**src/rtl/mpcp_pkg.sv**
```systemverilog
// Shared types and constants for the MP configuration table CPU parser.
// No dependencies; imported by every module of the block.
package mpcp_pkg;

  // Table header layout
  localparam int unsigned HEADER_BYTES = 44;
  localparam logic [5:0]  HDR_LAST     = 6'(HEADER_BYTES - 1);
  localparam logic [5:0]  CNT_LO_OFF   = 6'd34;
  localparam logic [5:0]  CNT_HI_OFF   = 6'd35;

  // Entry types and lengths (last byte offset within an entry)
  localparam logic [2:0]  ENT_PROC     = 3'd0;
  localparam logic [7:0]  ENT_TYPE_MAX = 8'd4;
  localparam logic [5:0]  PROC_LAST    = 6'd19;
  localparam logic [5:0]  SHORT_LAST   = 6'd7;
  localparam logic [5:0]  PROC_ID_OFF  = 6'd1;
  localparam logic [5:0]  PROC_FLG_OFF = 6'd3;

  // Processor flags byte
  localparam int unsigned FLAG_EN_BIT   = 0;
  localparam int unsigned FLAG_BOOT_BIT = 1;

  // Input commands
  localparam logic CMD_BYTE = 1'b0;
  localparam logic CMD_READ = 1'b1;

  // Result kinds
  localparam logic [1:0] KIND_FIN = 2'd0;
  localparam logic [1:0] KIND_INV = 2'd1;
  localparam logic [1:0] KIND_RD  = 2'd2;

  typedef struct packed {
    logic       command;
    logic [7:0] data_byte;
    logic       first;
    logic [3:0] read_index;
  } mpcp_in_t;

  typedef struct packed {
    logic [1:0] kind;
    logic [4:0] cpu_count;
    logic [3:0] bsp_index;
    logic       bsp_found;
    logic       overflow;
    logic [7:0] apic_id;
  } mpcp_out_t;

endpackage

```
**src/rtl/mpcp_core.sv**
```systemverilog
// Parse state and per-beat logic: header offset count, entry walk, CPU ID list.
// Depends on mpcp_pkg. Updates state on each fired beat and flags a result.
module mpcp_core import mpcp_pkg::*; #(
  parameter int unsigned MAX_CPUS = 16
) (
  input  logic      clk_i,
  input  logic      rst_ni,
  input  logic      fire_i,
  input  mpcp_in_t  beat_i,
  output logic      res_valid_o,
  output mpcp_out_t res_o
);

  localparam int unsigned CntW = $clog2(MAX_CPUS + 1);
  localparam int unsigned IdxW = (MAX_CPUS > 1) ? $clog2(MAX_CPUS) : 1;

  localparam logic [1:0] PH_IDLE = 2'd0;
  localparam logic [1:0] PH_HDR  = 2'd1;
  localparam logic [1:0] PH_ENT  = 2'd2;

  logic [1:0]      phase_q, phase_d;
  logic [5:0]      off_q, off_d;
  logic [15:0]     exp_q, exp_d;
  logic [15:0]     done_q, done_d;
  logic [2:0]      ekind_q, ekind_d;
  logic [7:0]      pid_q, pid_d;
  logic [CntW-1:0] total_q, total_d;
  logic [IdxW-1:0] bsp_q, bsp_d;
  logic            seen_q, seen_d;
  logic            ovf_q, ovf_d;
  logic [7:0]      list_q [MAX_CPUS];

  // effective state after an optional restart by first
  logic            clr;
  logic [1:0]      cur_phase;
  logic [5:0]      cur_off;
  logic [15:0]     cur_exp;
  logic [15:0]     cur_done;
  logic [2:0]      cur_ekind;
  logic [CntW-1:0] cur_total;
  logic            is_proc;
  logic [5:0]      last_off;
  logic            list_we;
  logic [1:0]      res_kind;
  logic [7:0]      b;
  logic            rd_hit;
  logic [7:0]      rd_id;

  assign b   = beat_i.data_byte;
  assign clr = fire_i && (beat_i.command == CMD_BYTE) && beat_i.first;

  always_comb begin
    cur_phase = clr ? PH_HDR : phase_q;
    cur_off   = clr ? 6'd0 : off_q;
    cur_exp   = clr ? 16'd0 : exp_q;
    cur_done  = clr ? 16'd0 : done_q;
    cur_ekind = clr ? 3'd0 : ekind_q;
    cur_total = clr ? '0 : total_q;
  end

  assign is_proc  = (cur_ekind == ENT_PROC);
  assign last_off = is_proc ? PROC_LAST : SHORT_LAST;

  always_comb begin
    phase_d     = cur_phase;
    off_d       = cur_off;
    exp_d       = cur_exp;
    done_d      = cur_done;
    ekind_d     = cur_ekind;
    pid_d       = clr ? 8'd0 : pid_q;
    total_d     = cur_total;
    bsp_d       = clr ? '0 : bsp_q;
    seen_d      = clr ? 1'b0 : seen_q;
    ovf_d       = clr ? 1'b0 : ovf_q;
    list_we     = 1'b0;
    res_valid_o = 1'b0;
    res_kind    = KIND_FIN;

    if (fire_i && beat_i.command == CMD_READ) begin
      res_valid_o = 1'b1;
      res_kind    = KIND_RD;
      phase_d     = phase_q;
    end else if (fire_i) begin
      unique case (cur_phase)
        PH_HDR: begin
          if (cur_off == CNT_LO_OFF) begin
            exp_d = {8'h00, b};
          end else if (cur_off == CNT_HI_OFF) begin
            exp_d = {b, cur_exp[7:0]};
          end
          if (cur_off >= HDR_LAST) begin
            off_d  = 6'd0;
            done_d = 16'd0;
            if (exp_d == 16'd0) begin
              phase_d     = PH_IDLE;
              res_valid_o = 1'b1;
            end else begin
              phase_d = PH_ENT;
            end
          end else begin
            off_d = cur_off + 6'd1;
          end
        end
        PH_ENT: begin
          if (cur_off == 6'd0) begin
            if (b > ENT_TYPE_MAX) begin
              phase_d     = PH_IDLE;
              res_valid_o = 1'b1;
              res_kind    = KIND_INV;
            end else begin
              ekind_d = b[2:0];
              off_d   = 6'd1;
            end
          end else begin
            if (is_proc && cur_off == PROC_ID_OFF) begin
              pid_d = b;
            end
            if (is_proc && cur_off == PROC_FLG_OFF && b[FLAG_EN_BIT]) begin
              if (cur_total >= CntW'(MAX_CPUS)) begin
                ovf_d = 1'b1;
              end else begin
                list_we = 1'b1;
                total_d = cur_total + CntW'(1);
                if (b[FLAG_BOOT_BIT]) begin
                  bsp_d  = IdxW'(cur_total);
                  seen_d = 1'b1;
                end
              end
            end
            if (cur_off >= last_off) begin
              off_d  = 6'd0;
              done_d = cur_done + 16'd1;
              if (done_d == cur_exp) begin
                phase_d     = PH_IDLE;
                res_valid_o = 1'b1;
              end
            end else begin
              off_d = cur_off + 6'd1;
            end
          end
        end
        default: begin
        end
      endcase
    end
  end

  // ID read: guarded so the list is never indexed past its fill
  assign rd_hit = ({4'h0, beat_i.read_index} < 8'(total_q)) &&
                  ({4'h0, beat_i.read_index} < 8'(MAX_CPUS));
  assign rd_id  = rd_hit ? list_q[IdxW'(beat_i.read_index)] : 8'h00;

  always_comb begin
    res_o.kind      = res_kind;
    res_o.cpu_count = 5'(total_d);
    res_o.bsp_index = 4'(bsp_d);
    res_o.bsp_found = seen_d;
    res_o.overflow  = ovf_d;
    res_o.apic_id   = (res_kind == KIND_RD) ? rd_id : 8'h00;
  end

  always_ff @(posedge clk_i or negedge rst_ni) begin
    if (!rst_ni) begin
      phase_q <= PH_IDLE;
      off_q   <= '0;
      exp_q   <= '0;
      done_q  <= '0;
      ekind_q <= '0;
      pid_q   <= '0;
      total_q <= '0;
      bsp_q   <= '0;
      seen_q  <= 1'b0;
      ovf_q   <= 1'b0;
    end else if (fire_i) begin
      phase_q <= phase_d;
      off_q   <= off_d;
      exp_q   <= exp_d;
      done_q  <= done_d;
      ekind_q <= ekind_d;
      pid_q   <= pid_d;
      total_q <= total_d;
      bsp_q   <= bsp_d;
      seen_q  <= seen_d;
      ovf_q   <= ovf_d;
    end
  end

  // list entries at or above the count are never read, so no clear needed
  always_ff @(posedge clk_i) begin
    if (list_we) begin
      list_q[IdxW'(cur_total)] <= pid_q;
    end
  end

endmodule

```
**src/rtl/mp_config_table_cpu_parser.sv**
```systemverilog
// MP configuration table CPU parser, top level: input stage, parse core,
// two-entry result buffer. Depends on mpcp_pkg and mpcp_core.
//
// Usage: send the table one byte per input beat (command = 0), with first set
// on header byte 0. The block counts the header, takes the entry count at
// offsets 34/35, walks processor (20 byte) and other (8 byte) entries and
// records enabled processor APIC IDs. At table end one result beat of kind
// "finished" carries count, BSP index and overflow; a bad entry type gives an
// "invalid" beat and stops the parse. A read beat (command = 1) returns the
// recorded ID at read_index, any time, without disturbing a parse.
// Most table bytes give no result beat.
// Throughput: one input beat per cycle while a result slot is free; the parse
// logic is combinational between the input register and the result register.
// A result passes through the input register and then the result register
// before out_valid_o rises.
// Reset clears the parse to idle, the CPU count and both buffers.
// When the receiver stalls, up to two results are held; input keeps flowing
// until the second slot fills, then in_ready_o drops.
module mp_config_table_cpu_parser import mpcp_pkg::*; #(
  parameter int unsigned MAX_CPUS = 16
) (
  input  logic      clk_i,
  input  logic      rst_ni,
  input  logic      in_valid_i,
  output logic      in_ready_o,
  input  mpcp_in_t  in_data_i,
  output logic      out_valid_o,
  input  logic      out_ready_i,
  output mpcp_out_t out_data_o
);

  logic      in_valid_q;
  mpcp_in_t  in_q;
  logic      adv;
  logic      res_valid;
  mpcp_out_t res;
  logic      out_valid_q, skid_valid_q;
  mpcp_out_t out_q, skid_q;
  logic      pop;

  assign adv        = in_valid_q && !skid_valid_q;
  assign in_ready_o = !in_valid_q || adv;
  assign pop        = out_valid_q && out_ready_i;

  always_ff @(posedge clk_i or negedge rst_ni) begin
    if (!rst_ni) begin
      in_valid_q <= 1'b0;
    end else if (in_ready_o) begin
      in_valid_q <= in_valid_i;
    end
  end

  always_ff @(posedge clk_i) begin
    if (in_ready_o && in_valid_i) begin
      in_q <= in_data_i;
    end
  end

  mpcp_core #(
    .MAX_CPUS(MAX_CPUS)
  ) u_core (
    .clk_i      (clk_i),
    .rst_ni     (rst_ni),
    .fire_i     (adv),
    .beat_i     (in_q),
    .res_valid_o(res_valid),
    .res_o      (res)
  );

  logic push;
  assign push = adv && res_valid;

  always_ff @(posedge clk_i or negedge rst_ni) begin
    if (!rst_ni) begin
      out_valid_q  <= 1'b0;
      skid_valid_q <= 1'b0;
    end else begin
      if (pop) begin
        if (skid_valid_q) begin
          out_valid_q  <= 1'b1;
          skid_valid_q <= push;
        end else begin
          out_valid_q  <= push;
        end
      end else if (push) begin
        if (out_valid_q) begin
          skid_valid_q <= 1'b1;
        end else begin
          out_valid_q <= 1'b1;
        end
      end
    end
  end

  always_ff @(posedge clk_i) begin
    if (pop) begin
      if (skid_valid_q) begin
        out_q <= skid_q;
        if (push) begin
          skid_q <= res;
        end
      end else if (push) begin
        out_q <= res;
      end
    end else if (push) begin
      if (out_valid_q) begin
        skid_q <= res;
      end else begin
        out_q <= res;
      end
    end
  end

  assign out_valid_o = out_valid_q;
  assign out_data_o  = out_q;

endmodule

```
**config.mk**
```make
export PLATFORM = sky130hd
export DESIGN_NAME = mp_config_table_cpu_parser
export DESIGN_NICKNAME = d
export VERILOG_FILES = /design/src/rtl/mpcp_pkg.sv /design/src/rtl/mpcp_core.sv /design/src/rtl/mp_config_table_cpu_parser.sv
export SDC_FILE = /design/constraint.sdc
export NUM_CORES = 1
export LEC_CHECK = 0
export BUFFER_PORTS_ARGS = -buffer_cell sky130_fd_sc_hd__buf_2
export CAP_MARGIN = 20
export CELL_PAD_IN_SITES_DETAIL_PLACEMENT = 1
export CELL_PAD_IN_SITES_GLOBAL_PLACEMENT = 1
export CORE_UTILIZATION = 40
export DETAILED_ROUTE_END_ITERATION = 8
export PLACE_DENSITY = 0.73
export SYNTH_ARGS = -nofsm -noshare
export SYNTH_HDL_FRONTEND = slang
export SYNTH_SLANG_ARGS = --single-unit
```
**constraint.sdc**
```tcl
create_clock -name clk_i -period 6.88 [get_ports clk_i]
set_input_delay 0.688 -clock clk_i [delete_from_list [all_inputs] [get_ports clk_i]]
set_output_delay 0.688 -clock clk_i [all_outputs]
set_load 0.005 [all_outputs]
```
# --- Yosys cells after proc, flatten, opt, wreduce, memory -nomap -nowiden ---
# Memory sizes are Yosys's and may differ from the RTL's. A register that Yosys moved wholly into a read port is not among the register bits.
# Cells that the tools add are included.
word_totals:
  reg_bits: 121
  ramBits: 128
  inputBits: 18
  output_inout_bits: 23
  word_cells: 184
  memories: 1
mem_list:
  columns: ["memory", "words", "word_bits", "rd", "rd_ports_with_merged_regs", "wr", "line", "rtl"]
  rows:
  - ["u_core.list_q", 16, 8, 1, 1, 1, "mpcp_core.sv:31", "logic [7:0] list_q [MAX_CPUS];"]
classes:
  add_sub_neg: 3
  n_lt_le_gt_ge: 5
  eq_ne: 10
  n_mux: 111
  bitwise_logic: 2
  n_reduce_logical: 23
ops:
  columns: ["operator", "n"]
  rows:
  - ["16-bit 2-to-1 mux", 13]
  - ["21-bit 2-to-1 mux", 9]
  - ["8-bit 2-to-1 mux", 7]
  - ["5-bit 2-to-1 mux", 8]
  - ["1-bit 2-to-1 mux", 39]
  - ["4-bit 2-to-1 mux", 9]
  - ["6-bit 2-to-1 mux", 6]
  - ["16-bit case mux with 2 select lines", 1]
  - ["2-bit 2-to-1 mux", 11]
  - ["16-bit by 1-bit adder with 16-bit output (second input constant)", 1]
  - ["16-bit equality test", 1]
  - ["16-bit logical NOT", 1]
  - ["3-bit 2-to-1 mux", 5]
  - ["6-bit equality test (second input constant)", 2]
  - ["6-bit case mux with 2 select lines", 1]
  - ["1-bit logical AND", 10]
  - ["8-bit by 3-bit > comparator with 1-bit output (second input constant)", 1]
  - ["6-bit by 1-bit adder with 6-bit output (second input constant)", 1]
  - ["6-bit by 1-bit equality test with 1-bit output (second input constant)", 1]
  - ["6-bit by 2-bit equality test with 1-bit output (second input constant)", 1]
  - ["6-bit >= comparator", 1]
  - ["6-bit >= comparator (second input constant)", 1]
  - ["6-bit logical NOT", 1]
  - ["3-bit AND reduction", 2]
  - ["other kinds (15)", 21]

# --- Longest topological paths before layout ---
# Gate-level depths: netlist of run 1.
logic_depth:
  depth_word: 21
  mapped_depth: 16
  depth_no_buf: 11

# --- By module ---
# Synthesis of run 1 repeated with hierarchy kept, for this count alone.
unflattened:
  cells_unflattened: 803
  hier_area_um2: 11395.9
by_module_without_submodules:
  columns: ["module", "n_inst", "cells_per_inst", "area_each_um2", "seq_area_each_um2"]
  rows:
  - ["mpcp_core", 1, 706, 9212.6, 5395.2]
  - ["mp_config_table_cpu_parser", 1, 97, 2183.3, 1756.7]

# --- Least setup slack after synthesis of run 1 ---
# Ideal clock, no wire load.
synth_timing:
  path_kind: "register to register"
  startpoint: "register in_q[4] in the netlist's numbering"
  endpoint: "register out_q, in the netlist out_data_o[0] (enable)"
  setup_ns: 0.411
  t_arrival_ns: 4.176
  t_required_ns: 6.469
  path_slack_ns: 2.293
  path_stages_with_launch: 16
  n_path_buf: 5
  period_less_slack_ns: 4.587
  path_cell_list: "edfxtp_1 clkbuf_1 nand4bb_1 buf_4 clkbuf_1 clkbuf_1 and2_1 ha_1 clkbuf_1 a21o_1 a21oi_1 a221o_1 nor4_1 and4b_1 nand4b_4 a32oi_1"
synth_between:
  elab_chain_len: 17
  word_cells_on_any_way: 35
  classes_between: "1 x add/sub; 2 x order compare; 5 x eq/ne; 19 x mux; 8 x reduce/logical"
synth_lines:
  columns: ["item", "line", "rtl"]
  rows:
  - ["from (decl)", "mp_config_table_cpu_parser.sv:33", "mpcp_in_t in_q;"]
  - ["from (signal assigned)", "mp_config_table_cpu_parser.sv:55", "in_q <= in_data_i;"]
  - ["1-bit logical AND *", "mpcp_core.sv:50", "assign clr = fire_i && (beat_i.command == CMD_BYTE) && beat_i.first;"]
  - ["branches (longest 10 deep; another with 16-bit by 1-bit adder with 16-bit output)", null, null]
  - ["1-bit case mux with 2 select lines *", "mpcp_core.sv:84", "unique case (cur_phase)"]
  - ["1-bit 2-to-1 mux *", "mpcp_core.sv:83", "end else if (fire_i) begin"]
  - ["1-bit 2-to-1 mux *", "mpcp_core.sv:79", "if (fire_i && beat_i.command == CMD_READ) begin"]
  - ["1-bit logical AND *", "mp_config_table_cpu_parser.sv:71", "assign push = adv && res_valid;"]
  - ["2-bit nonzero test (no line)", null, null]
  - ["3-bit AND reduction (no line) *", null, null]
  - ["to (signal assigned)", "mp_config_table_cpu_parser.sv:98", "out_q <= skid_q;"]
  - ["to (signal assigned)", "mp_config_table_cpu_parser.sv:103", "out_q <= res;"]
  - ["to (signal assigned)", "mp_config_table_cpu_parser.sv:109", "out_q <= res;"]
  - ["to (decl)", "mp_config_table_cpu_parser.sv:38", "mpcp_out_t out_q, skid_q;"]
# Every way passes the cells marked *. The select of a mux whose other input is x is not followed.
# A chain may end at the register's enable or synchronous reset.

# --- Worst setup path after layout of run 1 ---
layout_timing:
  startpoint: "register in_q[4] in the netlist's numbering"
  endpoint: "register out_q, in the netlist out_data_o[7] (enable)"
# The elaborated chain is that of the path after synthesis.

==> run_results.csv, run 1 <==
group,metric,value,unit
logic_synthesis,synth_cell_types,75,
sta,fin_setup_tns,0,ns
global_routing,antenna_found_initial,0,
clock_tree,cts_hold_buffers,0,
run,maxCapViolations,0,
logic_synthesis,synthTopCellsByArea,"edfxtp_1 (48%), dfrtp_1 (14%), mux4_2 (7.8%), a22o_1 (2.2%), nand2_1 (2.1%)",
global_routing,overflow,0,
global_routing,grt_use_total,0.2034,
clock_tree,ctsLongestPathBuffers,3,
route,route.detailed.drc,0,
worst_setup_path,cp-end-kind,"flip-flop",
logic_synthesis,synth_area_per_cell,13.88,sq um
logic_synthesis,yosysTopAreaCell,"edfxtp_1",
route,wl,29.19,mm
worst_setup_path,critPathTopFamily,"compound AO/OA/AOI/OAI gates",
logic_synthesis,syn_nets,864,
sta,fmax,204.4,MHz
placed_design,dp_hpwl,19.78,mm
power,powerDensity,295.1,mW/mm^2
die,die_x,171.7,um
clock_tree,cts.clk_slew.worst_paths,0.06,ns
die,start_util,0.4101,
clock_tree,cts_sinks,253,
route,dr.pass1.iters,5,
logic_synthesis,synth_edf_count,184,
min_path,min_delay_path_depth,1,
logic_synthesis,synthesis.area,0.01152,sq mm
sta,min_period,4.893,ns
cells_and_area,fin_util,0.4645,
worst_setup_path,slowest_stage,"a32oi_2",
sta,fin_skew,0.008188,ns
cells_and_area,drive_above_1_share,0.1733,
worst_setup_path,critPathKind,"flip-flop to flip-flop",
min_path,hold_class,"primary input to flip-flop",
logic_synthesis,async_flop_share,0.2569,
logic_synthesis,synth_seq_area_share,0.6278,
logic_synthesis,netlist_instances,830,
status,status,"finished, final reports clean",
logic_synthesis,synthFlopType,"edfxtp_1",
worst_setup_path,cp.arrival,5.05,ns
route,vias,7327,
sta,drv_slew,0,
power,power,0.003850,W
worst_setup_path,cp.depth,12,
cells_and_area,final_cell_mix,"edfxtp_1 (184), dfrtp_1 (65), nand2_1 (63), mux4_2 (40), buf_2 (40)",
clock_tree,h-tree-depth,1,
global_routing,grt_pass1_vias,7529,
die,core_area,0.02809,sq mm
global_routing,grt_pass1_wl,45.30,mm
power,p_leak,4.544,nW
clock_tree,cts-root-buf,"clkbuf_16",
sta,slew_headroom,0.2614,
route,viasPerCell,5.810,
worst_setup_path,worstPathMaxFanout,21,
sta,setup_viol,0,
sta,rsz0062_at_grt,"false",
logic_synthesis,synth_top_area_share,0.4796,
route,avgRoutedWirePerCell,23.14,um
power,ir_drop,0.1734,mV
cells_and_area,synthToLayoutAreaGrowth,13.26,%
placed_design,gp_congestion,0.9074,
worst_setup_path,crit_chain,"nand4bb_1 > buf_4 > nand2_1 > inv_1 > ha_1 > a21o_1 > a21oi_1 > a221o_1 > nor4_1 > and4b_1 > nand4b_4 > a32oi_2",
worst_setup_path,start_kind,"flip-flop",
clock_tree,post-cts-setup-buffers,0,
clock_tree,clkLatencyLatePin,0.54,ns
cells_and_area,mostFrequentLayoutCell,"edfxtp_1",
worst_setup_path,slowest_delay,0.93,ns
sta,finalCritPeriodShare,0.7111,
logic_synthesis,synth_warnings,0,
logic_synthesis,ys_ff_latch,253,
global_routing,grt_max_degree,66,
worst_setup_path,ff2ff_path_depth,12,
clock_tree,cts_resized,0,
die,ios,41,
sta,worstMarginPinSlew,1.108,ns
cells_and_area,diodes,0,
sta,hold_violations,0,
worst_setup_path,worstPathRequired,7.03,ns
cells_and_area,nets,895,
clock_tree,numCtsBuffers,28,
route,drt_iter0_drc,574,
die,dieHeight,171.7,um
placed_design,numPortBuffers,40,
route,ant_nets,0,
worst_setup_path,cp.buffers_inverters,2,
die,num_rows,61,
placed_design,dp_cells,1207,
clock_tree,cts_tree,"built",
cells_and_area,final_cells,1261,
die,dieArea,0.02948,sq mm
## logic make-up (layout without fill, tap and decap cells)
kind of cell,Yosys count,count (layout),synth area share
AOI/OAI and AO/OA,183,183,0.1090
xor gates and xnor gates,23,23,0.01749
adders and majority gates,16,16,0.01738
buffers and inverters,67,120,0.02498
DFF,253,253,0.6278
muxes,51,51,0.08885
and+or+nand+nor,237,237,0.1145
## synthesized netlist by cell type, types with 9 or more instances
master / n
a21o_1: 14
a21oi_1: 36
a22o_1: 29
a31oi_1: 10
and2_1: 29
buf_2: 15
clkbuf_1: 19
dfrtp_1: 65
edfxtp_1: 184
ha_1: 16
inv_1: 23
mux2_2: 10
mux4_2: 40
nand2_1: 63
nand3_1: 10
nand4_1: 15
nor2_1: 39
nor2b_1: 12
nor3_1: 19
nor4_1: 9
o21ai_0: 32
o31ai_1: 11
xnor2_1: 18
## metal layers
layer | global-route usage | routed length [um] | up-vias | share of wire
li1 | - | - | 3297 | -
met1 | 0.2861 | 13280 | 3775 | 0.46
met2 | 0.3329 | 13980 | 211 | 0.48
met3 | 0.02761 | 1395 | 44 | 0.048
met4 | 0.04891 | 532 | 0 | 0.018
met5 | 0 | 0 | - | 0
## area by class of cell
class                           count  area (sq um)
Clock buffer                       34         723.2
Sequential cell                   253          7234
Multi-Input combinational cell    510          4011
Inverter                           23         86.33
Fill cell                        2870         15040
Clock inverter                     18         274.0
Timing Repair Buffer               45         245.2
Tap cell                          378         473.0
## state kept, by name, indices dropped and copies added (netlist names), 5 cells and up, named ones only
register        flops
u_core.pid_q        8
u_core.exp_q       16
u_core.total_q      5
out_data_o         21
u_core.list_q     128
in_q               14
skid_q             21
u_core.done_q      16
u_core.off_q        6
## report_power, final
part           switching (W)  leakage (nW)  total, W  internal [W]
clock network       0.000603         0.484   0.00161       0.00101
registers          0.0000828          2.39   0.00179       0.00170
logic               0.000282          1.67  0.000450      0.000169
total               0.000967          4.54   0.00385       0.00288
## per-stage QoR
stage	cell area (sq um)	setup slack [ns]	hold WS, ns
6_report	13050	1.987	0.3207
5_1_grt	13050	1.674	0.3030
4_1_cts	13030	2.002	0.2954
3_5_place_dp	12030	2.030	0.4859
3_3_place_gp	12030	2.196	0.4843
2_1_floorplan	11520	2.293	0.3924
## final timing paths
path	startpoint	end	slack [ns]
worst max-delay path	in_q[4]	out_data_o[7]	1.99
worst min-delay path	in_data_i[10]	in_q[10]	0.32
worst max register to register	in_q[4]	out_data_o[7]	1.99
worst min register to register	u_core.ekind_q[2]	u_core.ekind_q[2]	0.51
max in group asynchronous	rst_ni	u_core.done_q[0]	5.93
min in group asynchronous	rst_ni	u_core.off_q[4]	0.33
No activity file was read; power rests on OpenSTA's default activity.
==> run 2, diff against run 1 <==
--- a/config.mk
+++ b/config.mk
@@ -11,7 +11,7 @@
 export CELL_PAD_IN_SITES_GLOBAL_PLACEMENT = 1
 export CORE_UTILIZATION = 40
 export DETAILED_ROUTE_END_ITERATION = 8
-export PLACE_DENSITY = 0.73
+export PLACE_DENSITY = 0.75
 export SYNTH_ARGS = -nofsm -noshare
 export SYNTH_HDL_FRONTEND = slang
 export SYNTH_SLANG_ARGS = --single-unit
==> constraint.sdc (replaced) <==
create_clock -name clk_i -period 4.2 [get_ports clk_i]
set_input_delay 0.42 -clock clk_i [delete_from_list [all_inputs] [get_ports clk_i]]
set_output_delay 0.42 -clock clk_i [all_outputs]
set_load 0.005 [all_outputs]
==> run 2 against run 1 <==
  * Wire length increased by 0.15%
  * Fmax increased by 26%
  * Largest power group unchanged
  * Worst hold slack got worse by 0.30 ns
  * Final cell count increased by 0.95%
  * Sequential share of layout area decreased by 0.23 points
  * Register-to-register slack got worse by 1.7 ns
  * Combinational power increased by 64%
  * Worst setup slack got worse by 1.7 ns
==> run_results.csv, run 2 (synthesis gave the netlist of run 1 again) <==
group,metric,value,unit
status,status,"finished, final reports clean",
clock_tree,ctsLongestPathBuffers,3,
sta,drv_slew,0,
global_routing,grt_use_total,0.2072,
route,avgRoutedWirePerCell,22.96,um
sta,slew_headroom,0.3298,
clock_tree,cts_sinks,253,
cells_and_area,mostFrequentLayoutCell,"edfxtp_1",
clock_tree,clkLatencyLatePin,0.55,ns
route,route.detailed.drc,0,
sta,setup_viol,0,
worst_setup_path,worstPathRequired,4.43,ns
clock_tree,h-tree-depth,1,
route,dr.pass1.iters,5,
clock_tree,cts_hold_buffers,0,
global_routing,grt_pass1_wl,45.93,mm
worst_setup_path,cp-startpoint,"in_q[13]",
worst_setup_path,critPathKind,"flip-flop to flip-flop",
sta,worstMarginPinSlew,1.005,ns
clock_tree,post-cts-setup-buffers,0,
clock_tree,numCtsBuffers,27,
sta,rsz0062_at_grt,"false",
placed_design,numPortBuffers,40,
die,ios,41,
clock_tree,cts.clk_slew.worst_paths,0.07,ns
die,dieArea,0.02948,sq mm
worst_setup_path,regToRegSetupSlack,0.33,ns
route,viasPerCell,5.791,
global_routing,grt_max_degree,39,
placed_design,dp_hpwl,20.65,mm
sta,fmax,258.4,MHz
clock_tree,cts_resized,0,
worst_setup_path,worstPathMaxFanout,21,
route,ant_nets,0,
die,start_util,0.4101,
min_path,hold_class,"primary input to async pin",
die,core_area,0.02809,sq mm
cells_and_area,fin_util,0.4665,
sta,fin_skew,0.01010,ns
route,wl,29.23,mm
route,drt_iter0_drc,732,
cells_and_area,regMostFlops,"u_core.list_q",
cells_and_area,diodes,0,
cells_and_area,largest_reg_flops,128,
worst_setup_path,timing.rr.end,"out_data_o[7]",
worst_setup_path,r2r_start,"in_q[13]",
cells_and_area,final_cell_mix,"edfxtp_1 (184), dfrtp_1 (65), nand2_1 (63), mux4_2 (40), buf_2 (40)",
die,dieHeight,171.7,um
cells_and_area,nets,908,
clock_tree,cts_tree,"built",
worst_setup_path,cp-end-kind,"flip-flop",
power,powerDensity,468.2,mW/mm^2
worst_setup_path,start_kind,"flip-flop",
route,vias,7372,
clock_tree,cts-root-buf,"clkbuf_16",
worst_setup_path,ff2ff_path_depth,12,
power,power,0.006134,W
die,die_x,171.7,um
die,num_rows,61,
placed_design,gp_congestion,0.8973,
run,maxCapViolations,0,
power,p_leak,5.204,nW
power,ir_drop,0.3671,mV
sta,hold_violations,0,
global_routing,grt_pass1_vias,7719,
global_routing,overflow,0,
cells_and_area,synthToLayoutAreaGrowth,13.74,%
global_routing,antenna_found_initial,0,
worst_setup_path,cp.arrival,4.10,ns
sta,finalCritPeriodShare,0.9216,
cells_and_area,fill_cells,2879,
sta,min_period,3.871,ns
cells_and_area,drive_above_1_share,0.1911,
==> run 2: cell count changes in the layout (fill, tap and decap cells not counted), sizes merged <==
| cell | change |
|---|---|
| clkbuf | +5 |
| bufinv | -4 |
| clkinvlp | +1 |
| buf | +14 |
| inv | +1 |
| clkinv | -5 |
==> run 2: layout make-up <==
type / instances / area, sq um / area share
Sequential cell: 253 / 7234 / 0.5521
Multi-Input combinational cell: 510 / 4026 / 0.3073
Clock buffer: 39 / 770.7 / 0.05882
Tap cell: 378 / 473.0 / 0.03610
Timing Repair Buffer: 59 / 355.3 / 0.02712
Clock inverter: 11 / 156.4 / 0.01194
Inverter: 23 / 86.33 / 0.006589
==> run 2: power breakdown <==
| part | internal (W) | leakage (nW) | total, W | switching (W) |
|---|---|---|---|---|
| Sequential | 0.00279 | 2.96 | 0.00292 | 0.000135 |
| Combinational | 0.000284 | 1.80 | 0.000740 | 0.000456 |
| Clock | 0.00147 | 0.447 | 0.00247 | 0.00100 |
==> run 2: worst max-delay path, stage by stage, from the launching register on <==
cell and delay [ns]:
edfxtp_1 0.46, nand4bb_2 0.28, nand2_1 0.17, inv_1 0.12
ha_1 0.28, nand3_1 0.35, nor4_2 0.44, mux2i_1 0.17
nor4_1 0.27, and4b_1 0.28, nand4b_4 0.17, a32oi_2 0.25
buf_4 0.29
==> run 2: worst max path at each step <==
stage / end / slack [ns] / cells past startpoint
floorplan: out_data_o[0] / -0.002 / 15
global placement: out_data_o[3] / 0.47 / 12
detailed placement: out_data_o[2] / 0.30 / 12
CTS: out_data_o[6] / 0.23 / 12
global route: out_data_o[6] / 0.04 / 12
finish: out_data_o[7] / 0.33 / 12
==> run 2: routing by layer <==
| metal | routed length, um | up-vias | GRT usage |
|---|---|---|---|
| met2 | 13590 | 209 | 0.3272 |
| li1 | - | 3310 | - |
| met5 | 0 | - | 0 |
| met1 | 13740 | 3810 | 0.3027 |
| met4 | 599 | 0 | 0.05668 |
| met3 | 1305 | 43 | 0.02324 |
==> run 2: stage by stage <==
step,TNS (ns),hold WS [ns],std cells,setup slack (ns),cell area [sq um]
final,0,0.01672,1273,0.3293,13100
after CTS,0,0.02336,1272,0.2285,13080
after detailed placement,0,0.4828,1222,0.2973,12150
after floorplan,-0.03357,0.1244,830,-0.001599,11530
after global placement,0,0.4828,1222,0.4731,12150
after global routing,0,0.02933,1273,0.03917,13100
